### src/cordic_sc_pkg.sv
// Types, constants and helpers for the CORDIC sine/cosine pipeline.
// No dependencies; used by cordic_sine_cosine.
package cordic_sc_pkg;

	localparam int NUM_REGS  = 6;
	localparam int IDX_W     = 3;
	localparam int ATAN_W    = 10;
	localparam int ANGLE_W   = 14;
	localparam int VEC_W     = 16;
	localparam int PROD_W    = 2 * VEC_W;
	localparam int FRAC_BITS = 12;
	localparam int CORR_W    = PROD_W - FRAC_BITS;
	localparam int SUM_W     = CORR_W + 1;
	localparam int OUT_W     = 16;

	typedef logic signed [VEC_W-1:0]  vec_t;
	typedef logic signed [PROD_W-1:0] prod_t;
	typedef logic signed [OUT_W-1:0]  res_t;
	typedef logic [ATAN_W-1:0]        atan_t;

	// 1.0 in 4.12 pre-scaled by the inverse CORDIC gain
	localparam vec_t SEED_X = 16'sh09B7;

	function automatic atan_t arctan_reset(input logic [IDX_W-1:0] idx);
		atan_t r;
		case (idx)
			3'd0:    r = 10'd511;
			3'd1:    r = 10'd302;
			3'd2:    r = 10'd159;
			3'd3:    r = 10'd81;
			3'd4:    r = 10'd41;
			3'd5:    r = 10'd20;
			default: r = '0;
		endcase
		return r;
	endfunction

	function automatic res_t sat16(input logic signed [SUM_W-1:0] v);
		res_t r;
		if (v > $signed(SUM_W'(32767)))
			r = 16'sh7FFF;
		else if (v < -$signed(SUM_W'(32768)))
			r = 16'sh8000;
		else
			r = v[OUT_W-1:0];
		return r;
	endfunction

endpackage

### src/cordic_sine_cosine.sv
// Pipelined CORDIC sine/cosine with residual-angle linear correction.
// Depends on cordic_sc_pkg (types, seed constant, arctan resets, saturation).
//
// Usage:
//   Input channel in_valid/in_stall carries one angle word (signed 2.12 turns).
//   Output channel out_valid/out_stall carries sine and cosine (signed 4.12,
//   saturated to 16 bits). Configuration: cfg_we/cfg_index/cfg_data writes one
//   of the six arctan step words; indexes above five are ignored. Write only
//   while no words are in flight.
// Pipeline:
//   One register per rotation step, one for the two correction multiplies,
//   one for the final add and saturation.
//   Throughput is one word per cycle unless stalled; the rotation stages and
//   the multiply stage each take a new word every cycle unless stalled.
// Reset:
//   arst_n clears all valid bits and loads the default arctan words.
// Stall:
//   When a result is held with out_stall high, the whole pipeline freezes and
//   in_stall rises; nothing is dropped or repeated. Empty slots do not block.
module cordic_sine_cosine #(
	parameter int STEPS = 6
) (
	input  logic                                   clk,
	input  logic                                   arst_n,
	input  logic                                   in_valid,
	output logic                                   in_stall,
	input  logic signed [cordic_sc_pkg::ANGLE_W-1:0] angle,
	output logic                                   out_valid,
	input  logic                                   out_stall,
	output logic signed [cordic_sc_pkg::OUT_W-1:0] sine,
	output logic signed [cordic_sc_pkg::OUT_W-1:0] cosine,
	input  logic                                   cfg_we,
	input  logic [cordic_sc_pkg::IDX_W-1:0]        cfg_index,
	input  logic [cordic_sc_pkg::ATAN_W-1:0]       cfg_data
);

	localparam int VW = cordic_sc_pkg::VEC_W;
	localparam int AW = cordic_sc_pkg::ATAN_W;

	logic [cordic_sc_pkg::NUM_REGS-1:0][AW-1:0] arctan_q;

	logic adv;

	cordic_sc_pkg::vec_t x_in [STEPS+1];
	cordic_sc_pkg::vec_t y_in [STEPS+1];
	cordic_sc_pkg::vec_t z_in [STEPS+1];
	logic [STEPS:0]      v_in;

	cordic_sc_pkg::vec_t x_s [STEPS];
	cordic_sc_pkg::vec_t y_s [STEPS];
	cordic_sc_pkg::vec_t z_s [STEPS];
	logic [STEPS-1:0]    v_s;

	cordic_sc_pkg::vec_t  x_sm, y_sm;
	cordic_sc_pkg::prod_t zy_sm, zx_sm;
	logic                 v_sm;

	logic signed [cordic_sc_pkg::SUM_W-1:0] cos_wide, sin_wide;

	// whole pipe moves unless a finished word is held
	assign adv      = !(out_valid && out_stall);
	assign in_stall = !adv;

	// configuration registers
	always_ff @(posedge clk or negedge arst_n) begin
		if (!arst_n) begin
			for (int k = 0; k < cordic_sc_pkg::NUM_REGS; k++)
				arctan_q[k] <= cordic_sc_pkg::arctan_reset(cordic_sc_pkg::IDX_W'(k));
		end else if (cfg_we && (cfg_index < cordic_sc_pkg::IDX_W'(cordic_sc_pkg::NUM_REGS))) begin
			arctan_q[cfg_index] <= cfg_data;
		end
	end

	// seed
	assign x_in[0] = cordic_sc_pkg::SEED_X;
	assign y_in[0] = '0;
	assign z_in[0] = VW'(angle);
	assign v_in[0] = in_valid;

	for (genvar k = 0; k < STEPS; k++) begin : g_rot
		cordic_sc_pkg::vec_t dx, dy, da;

		assign dx = y_in[k] >>> k;
		assign dy = x_in[k] >>> k;
		assign da = $signed({{(VW-AW){1'b0}}, arctan_q[k]});

		always_ff @(posedge clk or negedge arst_n) begin
			if (!arst_n)
				v_s[k] <= 1'b0;
			else if (adv)
				v_s[k] <= v_in[k];
		end

		always_ff @(posedge clk) begin
			if (adv) begin
				if (!z_in[k][VW-1]) begin
					x_s[k] <= x_in[k] - dx;
					y_s[k] <= y_in[k] + dy;
					z_s[k] <= z_in[k] - da;
				end else begin
					x_s[k] <= x_in[k] + dx;
					y_s[k] <= y_in[k] - dy;
					z_s[k] <= z_in[k] + da;
				end
			end
		end

		assign x_in[k+1] = x_s[k];
		assign y_in[k+1] = y_s[k];
		assign z_in[k+1] = z_s[k];
		assign v_in[k+1] = v_s[k];
	end

	// residual-angle products
	always_ff @(posedge clk or negedge arst_n) begin
		if (!arst_n)
			v_sm <= 1'b0;
		else if (adv)
			v_sm <= v_in[STEPS];
	end

	always_ff @(posedge clk) begin
		if (adv) begin
			x_sm  <= x_in[STEPS];
			y_sm  <= y_in[STEPS];
			zy_sm <= cordic_sc_pkg::prod_t'(z_in[STEPS]) * cordic_sc_pkg::prod_t'(y_in[STEPS]);
			zx_sm <= cordic_sc_pkg::prod_t'(z_in[STEPS]) * cordic_sc_pkg::prod_t'(x_in[STEPS]);
		end
	end

	// >>> 12 of the product is its upper bits
	assign cos_wide = cordic_sc_pkg::SUM_W'(x_sm)
		- cordic_sc_pkg::SUM_W'($signed(zy_sm[cordic_sc_pkg::PROD_W-1:cordic_sc_pkg::FRAC_BITS]));
	assign sin_wide = cordic_sc_pkg::SUM_W'(y_sm)
		+ cordic_sc_pkg::SUM_W'($signed(zx_sm[cordic_sc_pkg::PROD_W-1:cordic_sc_pkg::FRAC_BITS]));

	always_ff @(posedge clk or negedge arst_n) begin
		if (!arst_n)
			out_valid <= 1'b0;
		else if (adv)
			out_valid <= v_sm;
	end

	always_ff @(posedge clk) begin
		if (adv) begin
			cosine <= cordic_sc_pkg::sat16(cos_wide);
			sine   <= cordic_sc_pkg::sat16(sin_wide);
		end
	end

`ifndef ASSERT_OFF
	a_first_stage_follows_input: assert property (@(posedge clk) disable iff (!arst_n)
		!in_stall |=> v_s[0] == $past(in_valid))
		else $error("first stage valid does not follow accepted input");

	a_output_follows_mult: assert property (@(posedge clk) disable iff (!arst_n)
		!in_stall |=> out_valid == $past(v_sm))
		else $error("output valid does not follow multiply stage");

	a_pipe_frozen: assert property (@(posedge clk) disable iff (!arst_n)
		in_stall |=> $stable(v_s) && $stable(v_sm))
		else $error("pipeline moved while stalled");

	a_cfg_out_of_range: assert property (@(posedge clk) disable iff (!arst_n)
		cfg_we && (cfg_index >= cordic_sc_pkg::IDX_W'(cordic_sc_pkg::NUM_REGS))
		|=> $stable(arctan_q))
		else $error("write beyond register list changed a step word");
`endif

endmodule
### config.mk
export PLATFORM = sky130hd
export DESIGN_NAME = cordic_sine_cosine
export DESIGN_NICKNAME = d
export VERILOG_FILES = /design/src/cordic_sc_pkg.sv /design/src/cordic_sine_cosine.sv
export SDC_FILE = /design/constraint.sdc
export NUM_CORES = 2
export LEC_CHECK = 0
export BUFFER_PORTS_ARGS = -buffer_cell sky130_fd_sc_hd__buf_4
export CAP_MARGIN = 10
export CORE_AREA = 2 2 344 346
export CTS_BUF_LIST = sky130_fd_sc_hd__clkbuf_8
export DETAILED_ROUTE_END_ITERATION = 8
export DIE_AREA = 0 0 346 348
export PLACE_DENSITY_LB_ADDON = 0.05
export REMOVE_ABC_BUFFERS = 1
export SLEW_MARGIN = 20
export SYNTH_ARGS = -nofsm -noshare
export SYNTH_HDL_FRONTEND = slang
export SYNTH_SLANG_ARGS = --single-unit
### constraint.sdc
create_clock -name clk -period 6.57 [get_ports clk]
set_input_delay 0.3285 -clock clk [delete_from_list [all_inputs] [get_ports clk]]
set_output_delay 0.3285 -clock clk [all_outputs]
set_load 0.02 [all_outputs]
## Word-level counts from Yosys, hierarchy flattened

Memory sizes are Yosys's and may differ from the RTL's.
Index checks and enable logic that the tools add are counted.

| storage, ports and cells | value |
|---|---|
| register bits | 196 |
| memory bits (writable) | 288 |
| input port bits | 32 |
| output and inout port bits | 34 |
| word-level logic and storage cells | 146 |
| memories kept | 3 |

| operators by class | value |
|---|---|
| add/sub/neg operators | 34 |
| multiply operators | 2 |
| order comparisons | 7 |
| muxes and demuxes | 59 |
| bitwise gates (word level) | 18 |
| reductions and logical operators | 3 |

Memory list:

| name | words | width | rd ports | clocked after memory_dff | write ports | RTL line | RTL |
|---|---|---|---|---|---|---|---|
| x_s | 6 | 16 | 6 | 0 | 6 | cordic_sine_cosine.sv:49 | `cordic_sc_pkg::vec_t x_s [STEPS];` |
| y_s | 6 | 16 | 6 | 0 | 6 | cordic_sine_cosine.sv:50 | `cordic_sc_pkg::vec_t y_s [STEPS];` |
| z_s | 6 | 16 | 6 | 0 | 6 | cordic_sine_cosine.sv:51 | `cordic_sc_pkg::vec_t z_s [STEPS];` |

Operator list:

| operator | number |
|---|---|
| 16-bit two-way mux | 20 |
| 16-bit by 11-bit adder with 16-bit output | 7 |
| 16-bit by 11-bit subtractor with 16-bit output | 7 |
| 16-bit by 16-bit multiplier with 32-bit output | 2 |
| 60-bit bitwise mux | 1 |
| 21-bit by 16-bit greater-than comparator with 1-bit output, second input constant | 2 |
| 21-bit by 16-bit less-than comparator with 1-bit output, second input constant | 2 |
| 1-bit two-way mux | 36 |
| 16-bit by 12-bit adder with 16-bit output | 2 |
| 16-bit by 13-bit adder with 16-bit output | 2 |
| 16-bit by 14-bit adder with 16-bit output | 2 |
| 16-bit by 15-bit adder with 16-bit output | 2 |
| 16-bit by 12-bit subtractor with 16-bit output | 2 |
| 16-bit by 13-bit subtractor with 16-bit output | 2 |
| 16-bit by 14-bit subtractor with 16-bit output | 2 |
| 16-bit by 15-bit subtractor with 16-bit output | 2 |
| 10-bit demux with 3-bit select | 1 |
| 16-bit by 20-bit adder with 21-bit output | 1 |
| 16-bit by 20-bit subtractor with 21-bit output | 1 |
| 1-bit OR | 18 |
| 14-bit by 11-bit adder with 15-bit output | 1 |
| 14-bit by 11-bit subtractor with 15-bit output | 1 |
| 10-bit two-way mux | 1 |
| 3-bit by 4-bit less-than comparator with 1-bit output, second input constant | 1 |
| 3 further kinds | 5 |

## Longest topological paths before layout

| depth | value |
|---|---|
| word-level depth | 5 |
| mapped depth | 25 |
| depth with buffers taken out | 23 |

## Worst setup path after synthesis

Ideal clock, no wire load.

| timing | value |
|---|---|
| path kind | flip-flop to flip-flop |
| start point | memory y_s[2][18] (netlist bit) |
| end point | register zy_sm[31] (data pin) |
| setup time | 0.264 ns |
| arrival | 6.302 ns |
| data required time | 6.306 ns |
| slack | 0.004 ns |
| stages on the path, launching flop included | 24 |
| path buffers | 1 |
| period minus slack after synthesis | 6.566 ns |
| cell sequence | edfxtp_1 -> clkbuf_1 -> and2_1 -> fa_1 -> inv_1 -> fa_1 -> fa_1 -> inv_1 -> fa_1 -> fa_1 -> inv_1 -> fa_1 -> inv_1 -> ha_1 -> and3_4 -> a221oi_2 -> nor2b_1 -> or3_4 -> o2111ai_4 -> o22ai_2 -> o41ai_4 -> nor2_2 -> a2111oi_2 -> xnor2_1 |

RTL lines:

| element | RTL line | RTL |
|---|---|---|
| from (decl) | cordic_sine_cosine.sv:50 |  |
| to (signal assigned) | cordic_sine_cosine.sv:126 | `zy_sm <= cordic_sc_pkg::prod_t'(z_in[STEPS]) * cordic_sc_pkg::prod_t'(y_in[STEPS]);` |
| to (decl) | cordic_sine_cosine.sv:55 | `cordic_sc_pkg::prod_t zy_sm, zx_sm;` |

==> results.sh <==
export IMPL_drcViolationCount=0
export IMPL_gp_congestion=0.837
export IMPL_report_final_slew_viol_count=0
export IMPL_synth_top_cell_area_share_pct=23.3
export IMPL_ios=66
export IMPL_arrival_ns=6.95
export IMPL_finalWorstSetupSlack_ns=0.109
export IMPL_dp_cells=6303
export IMPL_clkSinkCount=425
export IMPL_place_hpwl_um=91400
export IMPL_wl_per_cell_um=17.2
export IMPL_grt_pass1_vias=33600
export IMPL_slowest_delay_ns=0.55
export IMPL_ys_flop_type="edfxtp_1"
export IMPL_max_slew_margin_pct=28.1
export IMPL_grt_max_degree=78
export IMPL_grt_remaining_overflow=0
export IMPL_dr_total_vias=31600
export IMPL_ys_warn_count=0
export IMPL_final_nets=5905
export IMPL_finalCritPeriodShare_pct=98.3
export IMPL_drt_iter0_drc=1349
export IMPL_stdcell_area_um2=52200
export IMPL_area_growth_pct=12.3
export IMPL_ant_nets=0
export IMPL_rows=126
export IMPL_syn_inst=4656
export IMPL_die_area_um2=120000
export IMPL_clkLatencyLatePin_ns=0.76
export IMPL_drt_wl_total_um=112000
export IMPL_cts_root_buf="clkbuf_8"
export IMPL_drive_above_1_share_pct=10.7
export IMPL_numCtsBuffers=86
export IMPL_firstDrtPassIters=6
export IMPL_final_hold_violation_count=0
export IMPL_grt_setup_unrepaired="yes"
export IMPL_core_area_um2=117000
export IMPL_die_w_um=346
export IMPL_yosysTopAreaCell="fa_1"
export IMPL_min_period_ns=6.46
export IMPL_status="finished clean"
export IMPL_synthTopCellsByArea="fa_1 (23%), edfxtp_1 (23%), ha_1 (12%)"
export IMPL_path_class="flip-flop to flip-flop"
export IMPL_start_util_pct=39.8
export IMPL_antenna_found_initial=2
export IMPL_path_buf_inv=7
export IMPL_ys_async_sr_fraction_pct=16.0
export IMPL_cts_buffer_depth=3
export IMPL_critPathLaunchType="flip-flop"
export IMPL_cpMostUsedCell="fa_1"
export IMPL_syn_area_um2=46500
export IMPL_cap_violations=0
export IMPL_synthMostInstantiatedCell="inv_1"
export IMPL_critPathTopFamily="adder cells"
export IMPL_syn_avg_cell_area_um2=9.99
export IMPL_cp_slowest_cell="fa_1"
export IMPL_via_per_inst=4.86
export IMPL_cts_tree="done"
export IMPL_synth_commonest_cells="inv_1 (772), fa_1 (541), ha_1 (428)"
export IMPL_tightest_slew_ns=1.08
export IMPL_synth_enable_flop_cells=357
export IMPL_io_buffers=65
export IMPL_grtUsageTotal_pct=19.1
export IMPL_max_freq_ghz=0.155
export IMPL_die_y_um=348
export IMPL_ys_ff_latch=425
export IMPL_post_place_ws_ns=-0.0950
export IMPL_synth_cell_type_count=79
export IMPL_clk_pin_slew_ns=0.06
export IMPL_cp_max_fo=4
export IMPL_setup_viol=0
export IMPL_skew_ns=0.0413
export IMPL_placed_area_um2=49800
export IMPL_seq_area_frac_synth_pct=26.8
export IMPL_stdcell_count=6507
export IMPL_hold_class="input pin to flip-flop"
export IMPL_crit_path_end_kind="flip-flop"
export IMPL_grt_pass1_wl_um=182000
export IMPL_htree_num_levels=3
export IMPL_cp_required_ns=7.06
## layer usage
layer	vias up	part of all wire [%]	routed length (µm)	track usage (%)
met5	-	0	0	0
met1	15400	43	47900	23.0
met4	0	2.5	2790	5.23
met3	142	2.1	2380	1.95
li1	15800	-	-	-
met2	316	53	59000	36.0
## flip-flops by register name, indices dropped and copies added (netlist names), 6 cells and up
| register | cells |
|---|---|
| z_s | 95 |
| y_s | 80 |
| x_s | 78 |
| arctan_q | 60 |
| zx_sm | 20 |
| zy_sm | 20 |
| cosine | 16 |
| sine | 16 |
| x_sm | 16 |
| y_sm | 16 |
| v_in | 6 |
## placed cells by master (no fill, tap or decap), types with 28 or more instances in the layout
| cell type | instances |
|---|---|
| inv_1 | 794 |
| fa_1 | 529 |
| ha_1 | 422 |
| nand2_1 | 415 |
| edfxtp_1 | 357 |
| xnor2_1 | 273 |
| and2_1 | 242 |
| nor2_1 | 232 |
| a21oi_1 | 226 |
| buf_4 | 222 |
| o21ai_0 | 142 |
| xor2_1 | 134 |
| nor3_1 | 95 |
| clkbuf_8 | 90 |
| a21o_1 | 66 |
| mux2_2 | 57 |
| nand3_1 | 50 |
| o21bai_1 | 49 |
| dfrtp_1 | 40 |
| nand2b_1 | 33 |
| dfstp_2 | 28 |
## area by class of cell
cell class | instances | area (µm²)
fillers | 11400 | 64700
multi-input cells | 3344 | 30900
flip-flops and latches | 425 | 12500
inverters | 772 | 2900
repair buffers | 275 | 2330
well taps | 1536 | 1920
clock buffers | 90 | 1240
clock inverters | 64 | 430
diodes | 1 | 2.50
## cells by family after synthesis
kind of cell    after synthesis  synth area share [%]
other cells                   1               0.00806
buf+inv                     890                  7.21
mux                          66                  1.57
compound gates              677                  9.28
simple gates               1219                  12.6
xor+xnor                    409                  7.73
fa+ha+maj                   969                  34.8
flops                       425                  26.8
## final timing paths
path,startpoint,end,slack (ns),cells past startpoint
worst min register to register,v_sm,v_sm,0.46,2
max in group asynchronous,arst_n,arctan_q[48],5.67,2
worst max-delay path,y_s[2][20],zy_sm[30],0.11,25
worst max register to register,y_s[2][20],zy_sm[30],0.11,25
worst min-delay path,angle[10],z_s[0][10],0.09,3
min in group asynchronous,arst_n,arctan_q[9],0.25,2
## per-stage QoR
stage	TNS (ns)	hold slack, ns	util [%]
floorplan	-0.0813	0.0329	-
global placement	-0.0882	0.445	42.6
detailed placement	-0.148	0.452	42.6
CTS	0	0.0143	44.3
global route	-0.297	0.0641	44.6
finish	0	0.0900	44.6
## tightest hold or removal path, stage by stage
cell,delay (ns)
buf_4,0.08
ha_1,0.17
xnor2_1,0.14
## repair_timing
action | 4_1_cts | 5_1_grt
setup buffers | 5 | 18
pin swaps | 18 | 40
hold buffers | 27 | 0
endpoints found under the setup margin | 2 | 12
resized for setup | 14 | 58
endpoints found under the hold margin | 112 | 0
Power is left out: the tool's default activity adds up to more than one toggle a clock period on the data nets, which glitch-free logic cannot reach.
